File: src/k_stacks_shared_store_unit_assert.svh
// Assertion macros shared by the k_stacks_shared_store_unit RTL.
// Each macro expects signals named clk and arst_n in the using module.
`ifndef K_STACKS_SHARED_STORE_UNIT_ASSERT_SVH
`define K_STACKS_SHARED_STORE_UNIT_ASSERT_SVH

// Same-cycle implication, disabled while reset is asserted.
`define KSS_ASSERT_NOW(lbl, ante, cons, msg) \
	lbl: assert property (@(posedge clk) disable iff (!arst_n) (ante) |-> (cons)) \
		else $error(msg);

// Next-cycle implication, disabled while reset is asserted.
`define KSS_ASSERT_NEXT(lbl, ante, cons, msg) \
	lbl: assert property (@(posedge clk) disable iff (!arst_n) (ante) |=> (cons)) \
		else $error(msg);

`endif

File: src/kss_pkg.sv
// Shared types and codes for the k_stacks_shared_store_unit.
// No dependencies; kss_ctrl, kss_datapath and the top level import this package.
package kss_pkg;

	localparam int DATA_W = 32;
	localparam int ID_W   = 3;

	typedef enum logic {
		ACT_PUSH = 1'b0,
		ACT_POP  = 1'b1
	} action_t;

	typedef enum logic [1:0] {
		ST_DONE      = 2'd0,
		ST_OVERFLOW  = 2'd1,
		ST_UNDERFLOW = 2'd2
	} status_t;

	typedef struct packed {
		action_t                  action;
		logic [ID_W-1:0]          stack_id;
		logic signed [DATA_W-1:0] push_value;
	} item_t;

	typedef struct packed {
		status_t                  status;
		logic signed [DATA_W-1:0] popped_value;
	} result_t;

	// Controller to datapath.
	typedef struct packed {
		logic init_wr;
		logic take;
		logic rd_pop;
		logic exec_push;
		logic exec_pop;
		logic fail;
		logic put;
	} ctrl_cmd_t;

	// Datapath to controller.
	typedef struct packed {
		logic    init_last;
		logic    push_ok;
		logic    pop_ok;
		action_t act;
		logic    out_free;
	} dp_sts_t;

endpackage

File: src/kss_stream_if.sv
// Valid/ready stream interface used for the item and result channels.
// The payload type is given per instance, normally a kss_pkg struct.
interface kss_stream_if #(
	parameter type payload_t = logic
);
	logic     valid;
	logic     ready;
	payload_t data;

	modport source (output valid, output data, input ready);
	modport sink (input valid, input data, output ready);
endinterface

File: src/kss_ctrl.sv
// Sequencing state machine of the k_stacks_shared_store_unit.
// Depends on kss_pkg and the assertion macro header.
`include "k_stacks_shared_store_unit_assert.svh"

module kss_ctrl (
	input  logic              clk,
	input  logic              arst_n,
	input  logic              item_valid,
	output logic              item_ready,
	input  kss_pkg::dp_sts_t  sts,
	output kss_pkg::ctrl_cmd_t cmd
);
	import kss_pkg::*;

	typedef enum logic [2:0] {
		S_INIT,
		S_IDLE,
		S_RD1,
		S_RD2,
		S_PUT
	} state_t;

	state_t state_q;
	logic   ready_q;

	assign item_ready = ready_q;

	always_comb begin
		cmd = '0;
		unique case (state_q)
			S_INIT: begin
				cmd.init_wr = 1'b1;
			end
			S_IDLE: begin
				cmd.take = item_valid;
			end
			S_RD1: begin
				if (sts.act == ACT_PUSH) begin
					cmd.exec_push = sts.push_ok;
					cmd.fail      = !sts.push_ok;
				end else begin
					cmd.rd_pop = sts.pop_ok;
					cmd.fail   = !sts.pop_ok;
				end
			end
			S_RD2: begin
				cmd.exec_pop = 1'b1;
			end
			S_PUT: begin
				cmd.put = sts.out_free;
			end
			default: begin
				cmd = '0;
			end
		endcase
	end

	always_ff @(posedge clk or negedge arst_n) begin
		if (!arst_n) begin
			state_q <= S_INIT;
			ready_q <= 1'b0;
		end else begin
			unique case (state_q)
				S_INIT: begin
					if (sts.init_last) begin
						state_q <= S_IDLE;
						ready_q <= 1'b1;
					end
				end
				S_IDLE: begin
					if (item_valid) begin
						state_q <= S_RD1;
						ready_q <= 1'b0;
					end
				end
				S_RD1: begin
					if (sts.act == ACT_POP && sts.pop_ok) begin
						state_q <= S_RD2;
					end else begin
						state_q <= S_PUT;
					end
				end
				S_RD2: begin
					state_q <= S_PUT;
				end
				S_PUT: begin
					if (sts.out_free) begin
						state_q <= S_IDLE;
						ready_q <= 1'b1;
					end
				end
				default: begin
					state_q <= S_INIT;
					ready_q <= 1'b0;
				end
			endcase
		end
	end

	`KSS_ASSERT_NEXT(a_take_reads, cmd.take, state_q == S_RD1, "accepted item did not start")
	`KSS_ASSERT_NOW(a_one_action, 1'b1, $onehot0({cmd.exec_push, cmd.exec_pop, cmd.fail, cmd.rd_pop}), "more than one operation in a cycle")
	`KSS_ASSERT_NOW(a_rd2_order, state_q == S_RD2, $past(state_q) == S_RD1, "second read without first")
	`KSS_ASSERT_NEXT(a_pop_second, state_q == S_RD1 && sts.act == ACT_POP && sts.pop_ok, state_q == S_RD2, "valid pop skipped its slot read")

endmodule

File: src/kss_datapath.sv
// Datapath of the k_stacks_shared_store_unit: slot data, link and top stores,
// free list head and the result register. Depends on kss_pkg.
module kss_datapath #(
	parameter int SLOT_COUNT  = 16,
	parameter int STACK_COUNT = 8
) (
	input  logic                clk,
	input  logic                arst_n,
	input  kss_pkg::ctrl_cmd_t  cmd,
	output kss_pkg::dp_sts_t    sts,
	input  kss_pkg::item_t      item_data,
	output logic                result_valid,
	input  logic                result_ready,
	output kss_pkg::result_t    result_data
);
	import kss_pkg::*;

	localparam int SLOT_W  = $clog2(SLOT_COUNT);
	localparam int STACK_W = (STACK_COUNT > 1) ? $clog2(STACK_COUNT) : 1;

	typedef struct packed {
		logic              valid;
		logic [SLOT_W-1:0] idx;
	} ptr_t;

	logic signed [DATA_W-1:0] data_mem [SLOT_COUNT];
	ptr_t                     link_mem [SLOT_COUNT];
	logic [SLOT_W-1:0]        top_mem  [STACK_COUNT];
	logic [STACK_COUNT-1:0]   top_vld_q;

	action_t                  act_q;
	logic [ID_W-1:0]          sid_q;
	logic signed [DATA_W-1:0] val_q;
	ptr_t                     fh_q;
	logic [SLOT_W-1:0]        slot_q;
	logic [SLOT_W-1:0]        top_rd_q;
	ptr_t                     link_rd_q;
	logic signed [DATA_W-1:0] data_rd_q;
	logic [SLOT_W-1:0]        init_cnt_q;
	result_t                  res_q;
	logic                     out_valid_q;
	result_t                  out_q;

	logic [STACK_W-1:0] sid_idx;
	logic               sid_ok;
	logic [31:0]        init_nxt;
	logic [SLOT_W-1:0]  link_raddr;
	logic               link_we;
	logic [SLOT_W-1:0]  link_waddr;
	ptr_t               link_wdata;
	logic               out_free;

	assign sid_idx  = STACK_W'(sid_q);
	assign sid_ok   = 32'(sid_q) < 32'(STACK_COUNT);
	assign init_nxt = 32'(init_cnt_q) + 32'd1;
	assign out_free = !out_valid_q || result_ready;

	assign sts.init_last = init_cnt_q == SLOT_W'(SLOT_COUNT - 1);
	assign sts.push_ok   = sid_ok && fh_q.valid;
	assign sts.pop_ok    = sid_ok && top_vld_q[sid_idx];
	assign sts.act       = act_q;
	assign sts.out_free  = out_free;

	assign result_valid = out_valid_q;
	assign result_data  = out_q;

	// The link store has one write port, shared by the init sweep, push and pop.
	assign link_raddr = cmd.rd_pop ? top_rd_q : fh_q.idx;
	always_comb begin
		link_we    = 1'b0;
		link_waddr = fh_q.idx;
		link_wdata = fh_q;
		priority if (cmd.init_wr) begin
			link_we    = 1'b1;
			link_waddr = init_cnt_q;
			link_wdata = '{valid: init_nxt < 32'(SLOT_COUNT), idx: SLOT_W'(init_nxt)};
		end else if (cmd.exec_push) begin
			link_we    = 1'b1;
			link_waddr = fh_q.idx;
			link_wdata = '{valid: top_vld_q[sid_idx], idx: top_rd_q};
		end else if (cmd.exec_pop) begin
			link_we    = 1'b1;
			link_waddr = slot_q;
			link_wdata = fh_q;
		end
	end

	always_ff @(posedge clk) begin
		if (link_we) begin
			link_mem[link_waddr] <= link_wdata;
		end
		link_rd_q <= link_mem[link_raddr];
	end

	always_ff @(posedge clk) begin
		if (cmd.exec_push) begin
			data_mem[fh_q.idx] <= val_q;
		end
		data_rd_q <= data_mem[top_rd_q];
	end

	always_ff @(posedge clk) begin
		if (cmd.exec_push) begin
			top_mem[sid_idx] <= fh_q.idx;
		end else if (cmd.exec_pop) begin
			top_mem[sid_idx] <= link_rd_q.idx;
		end
		top_rd_q <= top_mem[STACK_W'(item_data.stack_id)];
	end

	always_ff @(posedge clk or negedge arst_n) begin
		if (!arst_n) begin
			top_vld_q   <= '0;
			fh_q        <= '{valid: 1'b1, idx: '0};
			init_cnt_q  <= '0;
			out_valid_q <= 1'b0;
		end else begin
			if (cmd.exec_push) begin
				top_vld_q[sid_idx] <= 1'b1;
				fh_q               <= link_rd_q;
			end else if (cmd.exec_pop) begin
				top_vld_q[sid_idx] <= link_rd_q.valid;
				fh_q               <= '{valid: 1'b1, idx: slot_q};
			end
			if (cmd.init_wr) begin
				init_cnt_q <= SLOT_W'(init_nxt);
			end
			if (cmd.put) begin
				out_valid_q <= 1'b1;
			end else if (result_ready) begin
				out_valid_q <= 1'b0;
			end
		end
	end

	always_ff @(posedge clk) begin
		if (cmd.take) begin
			act_q <= item_data.action;
			sid_q <= item_data.stack_id;
			val_q <= item_data.push_value;
		end
		if (cmd.rd_pop) begin
			slot_q <= top_rd_q;
		end
		if (cmd.exec_push) begin
			res_q <= '{status: ST_DONE, popped_value: '0};
		end else if (cmd.exec_pop) begin
			res_q <= '{status: ST_DONE, popped_value: data_rd_q};
		end else if (cmd.fail) begin
			res_q <= '{status: (act_q == ACT_PUSH) ? ST_OVERFLOW : ST_UNDERFLOW,
				popped_value: '0};
		end
		if (cmd.put) begin
			out_q <= res_q;
		end
	end

endmodule

File: src/k_stacks_shared_store_unit.sv
// Top level of the k_stacks_shared_store_unit: controller plus datapath.
// Depends on kss_pkg, kss_stream_if, kss_ctrl and kss_datapath.
//
// Usage: STACK_COUNT stacks share SLOT_COUNT slots. Each transfer on the item
// channel carries an action (push or pop), a stack_id and a push_value. Each
// item yields exactly one transfer on the result channel with a status (done,
// overflow, underflow) and popped_value, which is the removed value on a
// successful pop and zero otherwise. A push to a full store or a pop from an
// empty stack changes nothing; so does any stack_id at or above STACK_COUNT.
// Timing: one item is in work at a time. Item ready rises again when the item's
// result enters the output register; a push or a failed operation passes the
// states S_RD1 and S_PUT, a successful pop S_RD1, S_RD2 and S_PUT. Each step
// waits on a registered read of the link, top or data store, and the link
// store has a single read port. S_PUT moves the result into the output
// register and sets result valid. The result sits in an output register, so a
// stalled receiver holds only that item; the next item is accepted and worked
// up to the output register, where it waits until the previous result is taken.
// Reset: arst_n clears all stacks and sets the free list head to slot 0. The
// link store is then initialized by a sweep over all SLOT_COUNT slots, one
// slot per cycle, during which item ready stays low.
module k_stacks_shared_store_unit #(
	parameter int SLOT_COUNT  = 16,
	parameter int STACK_COUNT = 8
) (
	input logic          clk,
	input logic          arst_n,
	kss_stream_if.sink   item,
	kss_stream_if.source result
);
	import kss_pkg::*;

	ctrl_cmd_t cmd;
	dp_sts_t   sts;

	// The controller owns the item handshake; the datapath owns the result side.
	kss_ctrl u_ctrl (
		.clk        (clk),
		.arst_n     (arst_n),
		.item_valid (item.valid),
		.item_ready (item.ready),
		.sts        (sts),
		.cmd        (cmd)
	);

	kss_datapath #(
		.SLOT_COUNT  (SLOT_COUNT),
		.STACK_COUNT (STACK_COUNT)
	) u_datapath (
		.clk          (clk),
		.arst_n       (arst_n),
		.cmd          (cmd),
		.sts          (sts),
		.item_data    (item.data),
		.result_valid (result.valid),
		.result_ready (result.ready),
		.result_data  (result.data)
	);

endmodule
File: src/flat_wrapper.sv
// flat-port wrapper written by rule: the top's interface ports become plain ports
module k_stacks_shared_store_unit_flat import kss_pkg::*;
#(
	parameter int SLOT_COUNT  = 16,
	parameter int STACK_COUNT = 8
)
  (clk, arst_n, item_valid, item_data, item_ready, result_valid, result_data, result_ready);
  kss_stream_if item_i ();
  kss_stream_if result_i ();
  input logic clk;
  input logic arst_n;
  input wire logic [$bits(item_i.valid)-1:0] item_valid;
  input wire logic [$bits(item_i.data)-1:0] item_data;
  output wire logic [$bits(item_i.ready)-1:0] item_ready;
  output wire logic [$bits(result_i.valid)-1:0] result_valid;
  output wire logic [$bits(result_i.data)-1:0] result_data;
  input wire logic [$bits(result_i.ready)-1:0] result_ready;
  assign item_i.valid = item_valid;
  assign item_i.data = item_data;
  assign item_ready = item_i.ready;
  assign result_valid = result_i.valid;
  assign result_data = result_i.data;
  assign result_i.ready = result_ready;
  k_stacks_shared_store_unit #(.SLOT_COUNT(SLOT_COUNT), .STACK_COUNT(STACK_COUNT)) u_core (.clk(clk), .arst_n(arst_n), .item(item_i), .result(result_i));
endmodule
File: config.mk
export PLATFORM = sky130hd
export DESIGN_NAME = k_stacks_shared_store_unit_flat
export DESIGN_NICKNAME = d
export VERILOG_FILES = /design/src/kss_pkg.sv /design/src/kss_stream_if.sv /design/src/kss_ctrl.sv /design/src/kss_datapath.sv /design/src/k_stacks_shared_store_unit.sv /design/src/flat_wrapper.sv
export VERILOG_INCLUDE_DIRS = /design/src /design/src/src
export SDC_FILE = /design/constraint.sdc
export NUM_CORES = 1
export LEC_CHECK = 0
export BUFFER_PORTS_ARGS = -buffer_cell sky130_fd_sc_hd__buf_2
export CAP_MARGIN = 0
export CORE_UTILIZATION = 45
export DETAILED_ROUTE_END_ITERATION = 8
export PLACE_DENSITY = 0.67
export SYNTH_ARGS = -nofsm -noshare
export SYNTH_HDL_FRONTEND = slang
export SYNTH_SLANG_ARGS = --single-unit
File: constraint.sdc
create_clock -name clk -period 5.82 [get_ports clk]
set_input_delay 0.582 -clock clk [delete_from_list [all_inputs] [get_ports clk]]
set_output_delay 0.582 -clock clk [all_outputs]
set_load 0.02 [all_outputs]
After elaboration in Yosys (flattened, before gate mapping)
Memories as Yosys holds them, arrays and structs flattened. A register that Yosys moved wholly into a read port is not among the register bits.
Index checks and enable logic that the tools add are counted.
- RAM bits: 128
- output and inout bits: 3
- memories kept: 3
- register bits after elaboration: 22
- memory list (memory ; depth ; width ; rd ports ; clocked after Yosys merged registers in ; write ports ; line ; text):
    u_core.u_datapath.link_mem ; 16 ; 5 ; 1 ; 1 ; 1 ; kss_datapath.sv:27 ; ptr_t link_mem [SLOT_COUNT];
    u_core.u_datapath.top_mem ; 8 ; 4 ; 1 ; 1 ; 1 ; kss_datapath.sv:28 ; logic [SLOT_W-1:0] top_mem [STACK_COUNT];
    u_core.u_datapath.data_mem ; 16 ; 1 ; 1 ; 1 ; 1 ; kss_datapath.sv:26 ; logic signed [DATA_W-1:0] data_mem [SLOT_COUNT];
- bitwise gates (word level): 2
- equal/unequal tests: 8
- mux-type cells: 38
- add/subtract/negate cells: 1
- reductions and logical operators: 10
- order comparisons: 1
- operators by type and width (kind ; number):
    < comparator 32 x 5 -> 1 bit (second input constant) ; 1
    2-to-1 mux 1 bit ; 24
    2-to-1 mux 4 bit ; 5
    2-to-1 mux 5 bit ; 4
    one-hot mux 3 bit (4 select lines) ; 1
    2-to-1 mux 3 bit ; 3
    == test 3 x 2 -> 1 bit (second input constant) ; 2
    nonzero test 2 bit ; 3
    adder 4 x 1 -> 5 bit (second input constant) ; 1
    == test 4 bit (second input constant) ; 1
    != test 2 bit (second input constant) ; 2
    one-hot mux 1 bit (4 select lines) ; 1
    AND reduction 4 bit ; 1
    == test 3 x 1 -> 1 bit (second input constant) ; 1
    == test 3 bit (second input constant) ; 1
    logical NOT 3 bit ; 1
    AND reduction 3 bit ; 1
    logical NOT 1 bit ; 2
    != test 2 x 1 -> 1 bit (second input constant) ; 1
    OR reduction 2 bit ; 1
    logical OR 1 bit ; 1
    inverter 1 bit ; 1
    OR 1 bit ; 1

Depth between registers and ports, before layout
Gate-level depths: netlist of run 1.
- depth after elaboration: 7
- depth in mapped cells: 6
- mapped depth without buffers: 4

Modules after synthesis
Synthesis of run 1 repeated with hierarchy kept, for this count alone.
- cells, all modules: 1364
- area total of the unflattened synthesis: 29437.0 µm²
- modules (own cells, without submodules) (module ; area an instance (µm²) ; instances ; seq. area each (µm²) ; cells an instance):
    kss_datapath ; 29130.4 ; 1 ; 22913.2 ; 1330
    kss_ctrl ; 302.8 ; 1 ; 100.1 ; 33
    k_stacks_shared_store_unit ; 3.8 ; 1 ; 0.0 ; 1

Worst setup path before layout of run 1
Ideal clock, no wire load.
- path kind: register -> register
- start: reg u_core.u_ctrl.state_q[1]
- end: mem u_core.u_datapath.link_mem[2][0] (netlist name) (enable)
- stages on the path, launching flop included: 5
- arrival: 1.815 ns
- library setup time: 0.374 ns
- path slack: 3.632 ns
- clock period less this slack: 2.188 ns
- buffers on the path: 0
- data required time: 5.446 ns
- path through: dfrtp_1 > nor3_2 > mux2i_1 > or3b_4 > nor3_1
- longest elaborated chain between the ends: 7
- elaborated cells on any way between the ends: 14
- those cells by class: 2 x eq/ne; 11 x mux; 1 x reduce/logical
- RTL lines (what ; line ; text):
    from (decl) ; kss_ctrl.sv:23 ; state_t state_q;
    from (signal assigned) ; kss_ctrl.sv:60 ; state_q <= S_INIT;
    from (signal assigned) ; kss_ctrl.sv:66 ; state_q <= S_IDLE;
    from (signal assigned) ; kss_ctrl.sv:72 ; state_q <= S_RD1;
    == test 3 x 2 -> 1 bit ; kss_ctrl.sv:30 ; unique case (state_q)
    2-to-1 mux 1 bit ; kss_ctrl.sv:30 ;
    2-to-1 mux 1 bit ; kss_datapath.sv:81 ; end else if (cmd.exec_pop) begin
    2-to-1 mux 1 bit ; kss_datapath.sv:77 ; end else if (cmd.exec_push) begin
    2-to-1 mux 1 bit ; kss_datapath.sv:73 ; priority if (cmd.init_wr) begin
    2-to-1 mux 1 bit ; kss_datapath.sv:89 ; if (link_we) begin
    2-to-1 mux 1 bit (not written as such) ; kss_datapath.sv:90 ; link_mem[link_waddr] <= link_wdata;
    to (decl) ; kss_datapath.sv:27 ;
Parallel ways exist; a longest one is shown, timed or not.

Worst setup path in the final report of run 1
Ends and elaborated chain as after synthesis.

==> summary.md, run 1 <==
| Metric | Value |
|---|---|
| Metal2 WL | `4640 microns` |
| Sinks on the clock net | `128` |
| Adder-Cell Fraction of Synth Area | `0.00240` |
| Largest net degree at the start of global routing | `33` |
| Crit path launch type | `register` |
| Peak Freq | `339 MHz` |
| Compound-Gate Fraction of Synth Area | `0.0475` |
| Final GP Congestion | `0.784` |
| Met1 Wirelength | `4400 microns` |
| Worst Path Required | `5.86 ns` |
| Rel. slew slack | `0.170` |
| Skew-Pair Late Insertion Delay | `0.41 ns` |
| Die height | `about 110 microns` |
| Sequential share of the synthesized area | `0.702` |
| Die X | `110 microns` |
| Hold Path Class | `in -> async` |
| Core area | `11100 sq um` |
| Initial antenna violation count | `0` |
| CTS root buf | `clkbuf_16` |
| Global-route wire length before repair | `15600 microns` |
| Multi-input gate area | `1440 sq um` |
| Final core utilization | `0.539` |
| CP Class | `reg -> reg` |
| 1st-iter DRT viols | `230` |
| Met3 wire length | `498 microns` |
| Peak supply drop | `between 0.2 and 0.3 mV` |
| H-tree levels | `4` |
| Net Count, Synth | `339` |
| Register area | `3660 sq um` |
| Mux contribution to synthesized area | `0.125` |
| Post-DP Area | `5390 sq um` |
| Synth Area in XOR/XNOR | `0.00840` |
| DR pass1 iterations | `5` |
| Hold_buf cts | `0` |
| Post-route ant nets | `0` |
| GRT overflow | `0` |
| DR vias/cell | `5.48` |
| Skew final | `0.00949 ns` |
| CP Max Fanout | `14` |
| DRC Markers | `0` |
| Via count | `about 2.7k` |
| PostCTS Resize Cnt | `0` |
| Clk slew on worst S/H paths | `about 0.060 ns` |
| GRT Resource Usage Total | `0.183` |
| Worst-Margin Slew | `1.25 ns` |
| Synthesis warning total | `0` |
| Crit path cell chain | `nor3_2, mux2i_1, or3b_4, nor3_1` |
| Placed insts | `469` |
| Synthesis-to-finish area growth | `14.5%` |
| Layout cells sized above 1 | `0.205` |
| Routed len/inst | `19.5 microns` |
| CTS buffer count | `17` |
| Max Cap Viol | `0` |
| Post-Synth Simple-Gate Area | `0.0927` |
| Final period util | `0.506` |
| Post-Layout Cell Count | `501` |
| CTS Buffer Depth | `2` |
| Slowest-stage cell, CP | `nor3_2` |
| Row Count | `38` |
| RSZ-0062 raised after global routing | `false` |
| Number of global-route vias before repair | `2807` |
| Largest family of logic cells by synthesized area | `multiplexers` |
| Drt total wl | `9780 microns` |
| Port-buffer cells | `7` |
| Final Setup Violations | `0` |
| CTS tree | `built` |
| Num ports | `8` |
| Hpwl dp | `~6300 microns` |
| PD cells | `563 nW/um^2` |
| Max incr delay on CP | `0.75 ns` |
| Total of fill cells in the finished design | `roughly 900` |
| Net count of the finished layout | `roughly 350` |
| Sum Neg Setup Slack | `0 ns` |
| Antenna cells | `0` |
| Fin. Hold Viols | `0` |
| Post-synthesis cell type count | `between 40 and 50` |
| Postcts setup bufs | `0` |
| Run status | `finished clean` |
| Syn_area_per_cell | `15.6 sq um` |
| Synth Register Bits | `roughly 130` |
| Initial Util | `0.470` |
| Mapped Cells | `~330` |
| Non-Filler Cell Area, Final | `5970 sq um` |
| Leak pwr | `approximately 2.1 nW` |
| Die ar. | `12000 sq um` |
| Crit. End Element | `register` |
| Crit path arrival time | `2.99 ns` |
| Fin. max-slew vios | `0` |
| Highest Signal Layer | `met4` |
| Final Hold Slack | `~0.076 ns` |
| Cell area after synthesis | `about 5200 sq um` |
| Fin crit period | `2.95 ns` |
-- power breakdown --
part	switching [mW]	total (mW)	internal, mW	leakage [nW]
clock network	0.374	1.00	0.630	0.289
registers	0.128	1.48	1.35	1.21
logic	0.557	0.880	0.323	0.560
-- registers in the layout, summed over array words and instances (netlist names) --
signal and count:
u_core.u_datapath.result_data 1, u_core.u_datapath.link_mem 80, u_core.u_datapath.sts 1, u_core.u_datapath.top_rd_q 4, u_core.u_datapath.res_q 1, u_core.u_datapath.data_rd_q 1, u_core.u_datapath.init_cnt_q 4, u_core.u_datapath.result_valid 1
u_core.u_datapath.link_rd_q 5, u_core.u_datapath.fh_q 4, u_core.u_datapath.top_mem 4, u_core.u_datapath.top_vld_q 1, u_core.u_datapath.val_q 1, u_core.u_datapath.data_mem 16, u_core.u_ctrl.item_ready 1, u_core.u_ctrl.state_q 3
-- worst max-delay path: cells and delay by family, from the launching register on --
family | cells | cell delay, ns
simple gates | 3 | 1.75
flops | 1 | 0.52
mux | 1 | 0.32
-- cell usage after synthesis (all sizes together) --
library cell	instances	area, sq um
a211o	2	17.5
a211oi	2	15.0
a21o	1	7.51
a21oi	3	15.0
a22oi	10	75.1
a31oi	1	6.26
and2	1	6.26
and3	2	12.5
buf	8	46.3
clkbuf	9	33.8
dfrtp	14	350
dfstp	1	26.3
dfxtp	11	220
edfxtp	102	3060
ha	1	12.5
inv	9	33.8
mux2	2	26.3
mux2i	8	83.8
mux4	24	541
nand2	36	135
nand2b	6	37.5
nand3	1	5.00
nand3b	3	22.5
nor2	28	105
nor2b	5	31.3
nor3	9	50.1
nor3b	2	15.0
nor4b	1	8.76
nor4bb	3	30.0
o21ai	16	80.1
o21bai	1	7.51
o22ai	1	6.26
o31ai	1	7.51
o32a	1	10.0
or2	1	6.26
or3	1	6.26
or3b	1	11.3
xnor2	3	26.3
xor2	2	17.5
-- stage by stage --
| step | worst slack (ns) | power [mW] |
|---|---|---|
| after floorplan | 3.63 | 2.07 |
| after global placement | 3.04 | 2.36 |
| after detailed placement | 2.91 | 2.38 |
| after CTS | 2.90 | 3.38 |
| after global routing | 2.64 | 3.52 |
| final | 2.87 | 3.36 |
-- placed cells by master, fill, tap and decap left out, drive strengths merged, types with 2 or more instances in the layout --
cell and instances:
nor2 28, nor3b 2, and3 2, buf 13, nor3 9, a21oi 3
clkinv 4, nor2b 5, mux2i 8, dfrtp 14, mux2 2, xnor2 3
inv 12, edfxtp 102, clkbuf 25, nand2 36, a22oi 10, nor4bb 3
nand3b 3, o21ai 16, a211o 2, dfxtp 11, xor2 2, a211oi 2
mux4 24, nand2b 6
-- cells by family (layout without fill, tap and decap cells) --
group                    after synthesis  in the layout
AO/OA/AOI/OAI                         39             39
XOR/XNOR                               5              5
adder cells (fa/ha/maj)                1              1
buffers and inverters                 26             54
flip-flops                           128            128
multiplexers                          34             34
AND/OR/NAND/NOR                      100            100
-- final timing paths --
path                                                           startpoint                                          end  slack [ns]  cells past startpoint
worst min register to register  u_core.u_datapath.top_mem[0][1]$_DFFE_PP_        u_core.u_datapath.top_rd_q[1]$_DFF_P_        0.34                      0
worst max-delay path                 u_core.u_ctrl.state_q[1]$_DFFE_PN0P_   u_core.u_datapath.link_mem[2][0]$_DFFE_PP_        2.87                      4
worst min-delay path                                               arst_n  u_core.u_datapath.init_cnt_q[1]$_DFFE_PN0N_        0.08                      1
min in group clk                u_core.u_datapath.top_mem[0][1]$_DFFE_PP_        u_core.u_datapath.top_rd_q[1]$_DFF_P_        0.34                      0
worst max register to register       u_core.u_ctrl.state_q[1]$_DFFE_PN0P_   u_core.u_datapath.link_mem[2][0]$_DFFE_PP_        2.87                      4
max in group asynchronous                                          arst_n         u_core.u_datapath.sts[3]$_DFFE_PN1P_        5.44                      1
-- final cells by class --
class,instances,share of cell area
Sequential cell,128,0.613
Multi-Input combinational cell,179,0.242
Clock buffer,25,0.0885
Tap cell,140,0.0294
Timing Repair Buffer,13,0.0134
Clock inverter,7,0.00776
Inverter,9,0.00566
-- routing by layer --
layer,vias up,track usage
met5,-,0
met4,0,0.0848
met3,18,0.0445
met2,77,0.287
met1,1355,0.243
li1,1296,-
(Power assumes the default switching activity.)
==> run 2, diff against run 1 <==
--- a/config.mk
+++ b/config.mk
@@ -6,6 +6,7 @@
 export SDC_FILE = /design/constraint.sdc
 export NUM_CORES = 1
 export LEC_CHECK = 0
+export ABC_AREA = 1
 export BUFFER_PORTS_ARGS = -buffer_cell sky130_fd_sc_hd__buf_2
 export CAP_MARGIN = 0
 export CORE_UTILIZATION = 45
==> constraint.sdc (replaced) <==
create_clock -name clk -period 2.75 [get_ports clk]
set_input_delay 0.275 -clock clk [delete_from_list [all_inputs] [get_ports clk]]
set_output_delay 0.275 -clock clk [all_outputs]
set_load 0.02 [all_outputs]
==> run 2 against run 1 <==
  * Via count is 39% higher
  * Combinational power rose to 2.8 times the previous value
  * Worst setup slack got worse by 2.3 ns
  * Register-to-register slack got worse by 2.3 ns
==> summary.md, run 2 <==
| Metric | Value |
|---|---|
| Final GP Congestion | `~0.86` |
| Cell area after synthesis | `between 5000 and 6000 sq um` |
| Leading area contributor after synthesis | `edfxtp_1` |
| Net count of the finished layout | `609` |
| Worst-Margin Slew | `0.758 ns` |
| Non-Filler Cell Area, Final | `6420 sq um` |
| Crit path launch type | `register` |
| Synth Register Bits | `between 100 and 150` |
| DR pass1 iterations | `5` |
| Synthesis warning total | `0` |
| Ys flop type | `edfxtp_1` |
| Hpwl dp | `~7800 microns` |
| Hold Path Class | `in -> reg` |
| Gr busiest metal | `met2` |
| Final Setup Violations | `0` |
| RSZ-0062 raised after global routing | `false` |
| CTS tree | `built` |
| Global routing usage on met3 | `0.0499` |
| DRC Markers | `0` |
| Number of flops mapped to enable cells by yosys | `slightly above 100` |
| Fin. max-slew vios | `0` |
| Crit path cell chain | `nor2_8, nand2_1, nand3_2, nand3_1, nor2_1` |
| Number of global-route vias before repair | `3704` |
| Regs by FF count | `u_core.u_datapath.link_mem x80, u_core.u_datapath.data_mem x16, u_core.u_datapath.link_rd_q x5` |
| Clk slew on worst S/H paths | `0.06 ns` |
| PD cells | `between 1000 and 1500 nW/um^2` |
| Post-route ant nets | `0` |
| H-tree levels | `4` |
| Hold Crit Start | `item_data` |
| DR vias/cell | `4.86` |
| Worst Path Required | `2.81 ns` |
| Synthesis-to-finish area growth | `14.4%` |
| Die ar. | `~13000 sq um` |
| Most common cell after layout, fill and taps aside | `nand2_1` |
| GRT Resource Usage Total | `0.200` |
| Post-synthesis cell type count | `31` |
| 1st-iter DRT viols | `~340` |
| Peak Freq | `between 400 and 500 MHz` |
| Skew final | `about 0.011 ns` |
| Final period util | `0.786` |
| Max Cap Viol | `0` |
| Post-DP Area | `5800 sq um` |
| Fin. Hold Viols | `0` |
| Commonest cells after routing, fill and taps aside | `nand2_1, edfxtp_1, inv_1, nor2_1, nand3_1` |
| Largest net degree at the start of global routing | `26` |
| Leak pwr | `2.77 nW` |
| Mapped Cells | `between 500 and 600` |
| Top reg by flops | `u_core.u_datapath.link_mem` |
| Via count | `roughly 3.8k` |
| Slowest-stage cell, CP | `dfrtp_1` |
| Row Count | `40` |
| Net Count, Synth | `594` |
| Hold Path Stages | `1` |
| Syn_area_per_cell | `9.54 sq um` |
| Fin crit period | `2.16 ns` |
| Run status | `finished clean` |
| Sum Neg Setup Slack | `0 ns` |
| Die X | `114 microns` |
| Crit. End Element | `register` |
| Final Hold Slack | `0.0390 ns` |
| Peak supply drop | `roughly 0.65 mV` |
| Top cells by count, synth | `nand2_1, edfxtp_1, inv_1` |
| Die height | `114 microns` |
| CTS root buf | `clkbuf_16` |
| Critical R2R Launch | `u_core.u_ctrl.state_q[2]$_DFFE_PN0P_` |
| Pwr Total | `7.79 mW` |
| Antenna cells | `0` |
| Post-synth ARST share | `0.117` |
| Initial Util | `0.465` |
| Sinks on the clock net | `128` |
| Synth area leaders | `edfxtp_1, nand2_1, dfrtp_1` |
| CTS buffer count | `17` |
| Count leader, synth | `nand2_1` |
| Worst Hold End | `u_core.u_datapath.val_q[0]$_DFFE_PP_` |
| Synth top area share | `0.546` |
| Met1 usage | `0.260` |
| Routed len/inst | `14.7 microns` |
| CTS Buffer Depth | `2` |
| Max incr delay on CP | `0.52 ns` |
| Core area | `~12000 sq um` |
| Num ports | `8` |
| Rel. slew slack | `0.495` |
| Met2 Track Usage GR | `0.315` |
| Sequential share of the synthesized area | `0.652` |
| Initial antenna violation count | `0` |
| Crit path arrival time | `2.22 ns` |
| RR Endpoint | `u_core.u_datapath.link_mem[15][1]$_DFFE_PP_` |
| Reg2Reg Setup Slack | `0.59 ns` |
| GRT overflow | `0` |
| CP Max Fanout | `12` |
| Max reg flops | `80` |
| Port-buffer cells | `7` |
| Drt total wl | `11500 microns` |
| Worst Reg-to-Reg Cells | `5` |
| Layout cells sized above 1 | `0.104` |
| Skew-Pair Late Insertion Delay | `about 0.42 ns` |
| Global-route wire length before repair | `18900 microns` |
| CP Class | `reg -> reg` |
run 2: changes by cell type in the layout (fill, tap and decap cells not counted), moves of 7 or more:
cell / delta
nand2_1: +252
inv_1: +33
mux4_2: -24
nand3_1: +20
nor2_1: +12
o21ai_1: +11
a22oi_1: -10
nor3_1: -8
mux2i_1: -7
o21ai_0: -7
run 2: worst max path at each step:
stage	end	slack, ns	startpoint
floorplan	u_core.u_datapath.link_mem[0][2]$_DFFE_PP_	0.85	u_core.u_ctrl.state_q[2]$_DFFE_PN0P_
global placement	u_core.u_datapath.link_mem[13][2]$_DFFE_PP_	0.66	u_core.u_ctrl.state_q[2]$_DFFE_PN0P_
detailed placement	u_core.u_datapath.link_mem[13][4]$_DFFE_PP_	0.60	u_core.u_ctrl.state_q[2]$_DFFE_PN0P_
CTS	u_core.u_datapath.link_mem[15][1]$_DFFE_PP_	0.56	u_core.u_ctrl.state_q[2]$_DFFE_PN0P_
global route	u_core.u_datapath.link_mem[15][1]$_DFFE_PP_	0.35	u_core.u_ctrl.state_q[2]$_DFFE_PN0P_
finish	u_core.u_datapath.link_mem[15][1]$_DFFE_PP_	0.59	u_core.u_ctrl.state_q[2]$_DFFE_PN0P_
run 2: critical path, delay by kind of cell (launching register included):
| kind | cells | cell delay [ns] |
|---|---|---|
| flip-flops | 1 | 0.52 |
| AND/OR/NAND/NOR | 5 | 1.28 |
run 2: cells by family (layout without fill, tap and decap cells):
group | count (synthesis) | after routing | share of synthesized area
adders and majority gates | 1 | 1 | 0.00223
DFF | 128 | 128 | 0.652
AOI/OAI and AO/OA | 31 | 31 | 0.0321
buffers and inverters | 66 | 94 | 0.0515
and+or+nand+nor | 362 | 362 | 0.262
run 2: metal layers:
| metal | share of wire | vias to the layer above |
|---|---|---|
| met5 | 0 | - |
| met4 | 0.012 | 0 |
| met3 | 0.042 | 11 |
| met2 | 0.49 | 73 |
| met1 | 0.46 | 1807 |
| li1 | - | 1923 |
run 2: through the flow:
step	worst slack, ns	util	instances
after floorplan	0.849	-	588
final	0.589	0.532	784
after global placement	0.662	0.480	751
after global routing	0.345	0.532	784
after detailed placement	0.601	0.480	751
after CTS	0.563	0.532	784
run 2: cell type report:
cell class | instances | area, sq um
Sequential cell | 128 | 3660
Clock inverter | 11 | 164
Clock buffer | 21 | 450
Fill cell | 1081 | 5640
Inverter | 47 | 176
Tap cell | 168 | 210
Timing Repair Buffer | 15 | 97.6
Multi-Input combinational cell | 394 | 1660
run 2: repair_timing:
item	in CTS	in global routing
hold endpoints to repair	14	0
hold buffers	1	0
setup buffers	0	0
resized for setup	0	0
run 2: where the power goes:
part / internal (mW) / switching [mW] / leakage (nW) / total, mW
combinational: 0.645 / 1.81 / 1.27 / 2.45
clock: 1.53 / 0.774 / 0.297 / 2.31
sequential: 2.79 / 0.241 / 1.21 / 3.04
==> run 3, diff against run 2 <==
--- a/config.mk
+++ b/config.mk
@@ -11,7 +11,7 @@
 export CAP_MARGIN = 0
 export CORE_UTILIZATION = 45
 export DETAILED_ROUTE_END_ITERATION = 8
-export PLACE_DENSITY = 0.67
+export PLACE_DENSITY = 0.69
 export SYNTH_ARGS = -nofsm -noshare
 export SYNTH_HDL_FRONTEND = slang
 export SYNTH_SLANG_ARGS = --single-unit
==> constraint.sdc (replaced) <==
create_clock -name clk -period 1.9 [get_ports clk]
set_input_delay 0.19 -clock clk [delete_from_list [all_inputs] [get_ports clk]]
set_output_delay 0.19 -clock clk [all_outputs]
set_load 0.02 [all_outputs]
==> run 3 against run 2 <==
  * Clock power is 45% higher
  * Register-to-register slack worse by 0.50 ns
  * Core utilization up 2.1 points
  * Largest power group unchanged
==> summary.md, run 3 (synthesis results as in run 2) <==
| Metric | Value |
|---|---|
| RR Endpoint | `u_core.u_datapath.link_mem[11][1]$_DFFE_PP_` |
| Final period util | `0.955` |
| Top reg by flops | `u_core.u_datapath.link_mem` |
| Post-DP Area | `~6000 sq um` |
| CTS buffer count | `17` |
| Most common cell after layout, fill and taps aside | `nand2_1` |
| Final Hold Slack | `0.0515 ns` |
| Worst Reg-to-Reg Cells | `7` |
| DR vias/cell | `4.90` |
| Non-Filler Cell Area, Final | `6670 sq um` |
| Via count | `3976` |
| Hold Path Stages | `3` |
| Total of fill cells in the finished design | `1036` |
| GRT overflow | `0` |
| Skew-Pair Late Insertion Delay | `0.42 ns` |
| Fin. Hold Viols | `0` |
| Global-route wire length before repair | `between 15000 and 20000 microns` |
| Num ports | `8` |
| H-tree levels | `4` |
| Commonest cells after routing, fill and taps aside | `nand2_1, edfxtp_1, inv_1, nor2_1, buf_4` |
| Final worst slack | `approximately 0.085 ns` |
| 1st-iter DRT viols | `304` |
| Die X | `114 microns` |
| CP Class | `reg -> reg` |
| Peak Freq | `551 MHz` |
| Critical Path Source | `u_core.u_ctrl.state_q[2]$_DFFE_PN0P_` |
| CTS root buf | `clkbuf_16` |
| Worst-Margin Slew | `0.500 ns` |
| Reg2Reg Setup Slack | `0.08 ns` |
| Final core utilization | `0.553` |
| Rel. slew slack | `0.667` |
| Antenna cells | `0` |
| DRC Markers | `0` |
| Sinks on the clock net | `between 100 and 150` |
| Clk slew on worst S/H paths | `0.06 ns` |
| Row Count | `40` |
| Die ar. | `12900 sq um` |
| Synthesis-to-finish area growth | `18.9%` |
| Initial antenna violation count | `0` |
| Peak supply drop | `0.886 mV` |
| Leak pwr | `2.92 nW` |
| CTS tree | `built` |
| Regs by FF count | `u_core.u_datapath.link_mem x80, u_core.u_datapath.data_mem x16, u_core.u_datapath.link_rd_q x5` |
| Skew final | `between 0.007 and 0.008 ns` |
| Layout cells sized above 1 | `0.152` |
| Post-route ant nets | `0` |
| Net count of the finished layout | `636` |
| Core area | `12100 sq um` |
| Crit path arrival time | `1.94 ns` |
| Largest net degree at the start of global routing | `26` |
| Run status | `finished clean` |
| Sum Neg Setup Slack | `0 ns` |
| Crit path launch type | `register` |
| PD cells | `1750 nW/um^2` |
| Initial Util | `0.465` |
| Worst Path Required | `2.03 ns` |
| Critical R2R Launch | `u_core.u_ctrl.state_q[2]$_DFFE_PN0P_` |
| Routed len/inst | `14.9 microns` |
| Hpwl dp | `7900 microns` |
| GRT Resource Usage Total | `0.202` |
| DR pass1 iterations | `5` |
| Crit. End Element | `register` |
| Max Cap Viol | `0` |
| Pwr Total | `11.7 mW` |
| Number of global-route vias before repair | `3915` |
| Die height | `between 100 and 150 microns` |
| Fin crit period | `approximately 1.8 ns` |
| Post-Layout Cell Count | `811` |
| Max reg flops | `80` |
| Hold Path Class | `in -> reg` |
| Pre-CTS setup slack | `0.0350 ns` |
| Drt total wl | `12100 microns` |
| CP Max Fanout | `18` |
| Final Setup Violations | `0` |
| Fin. max-slew vios | `0` |
| Port-buffer cells | `7` |
| CTS Buffer Depth | `2` |
| Critical Path End | `u_core.u_datapath.link_mem[11][1]$_DFFE_PP_` |
| Final GP Congestion | `0.830` |
| Placed insts | `774` |
run 3: changes by cell type in the layout (fill, tap and decap cells not counted), moves of 2 or more:
cell,before,now
buf_4,7,31
dlygate4sd3_1,1,3
dfrtp_2,0,2
o21ai_1,11,9
nor2_2,0,2
clkbuf_1,3,0
dfrtp_1,14,12
nor2_1,40,38
o21ai_2,4,7
run 3: worst max-delay path, cell delays in order, from the launching register on:
cell,delay [ns]
dfrtp_1,0.53
inv_2,0.12
nand2_8,0.16
nand2_1,0.08
o21ai_2,0.10
nand3_2,0.14
nor2_1,0.21
buf_4,0.18
run 3: cell type report:
type                            instances  area [sq um]  area share
Clock buffer                           17           425      0.0638
Clock inverter                         15           193      0.0289
Inverter                               47           176      0.0264
Multi-Input combinational cell        394          1690       0.253
Sequential cell                       128          3660       0.549
Tap cell                              168           210      0.0315
Timing Repair Buffer                   42           318      0.0476
run 3: what timing repair did:
item	4_1_cts	5_1_grt
cloned	0	0
resized for setup	1	7
hold endpoints to repair	17	0
endpoints found under the setup margin	5	80
buffers inserted	0	2
hold buffers	3	0
pin swaps	0	2
run 3: worst min-delay path by stage:
stage,startpoint,to,slack [ns]
6_report,item_valid,u_core.u_ctrl.state_q[1]$_DFFE_PN0P_,0.05
5_1_grt,item_valid,u_core.u_ctrl.state_q[1]$_DFFE_PN0P_,0.07
4_1_cts,item_valid,u_core.u_ctrl.state_q[1]$_DFFE_PN0P_,0.05
3_5_place_dp,arst_n,u_core.u_datapath.result_valid$_DFFE_PN0P_,0.12
3_3_place_gp,arst_n,u_core.u_datapath.top_vld_q[0]$_DFFE_PN0P_,0.11
2_1_floorplan,arst_n,u_core.u_ctrl.item_ready$_DFFE_PN0P_,-0.11
run 3: power breakdown:
group | internal, mW | switching [mW]
Clock | 2.18 | 1.17
Sequential | 4.04 | 0.318
Combinational | 1.19 | 2.79
Total | 7.41 | 4.28
run 3: metal layers:
metal  wire length [microns]  vias up  global-route usage
met4                     284        0              0.0904
met3                     623       28              0.0537
met5                       0        -                   0
met1                    5400     1863               0.260
met2                    5750      107               0.324
li1                        -     1978                   -
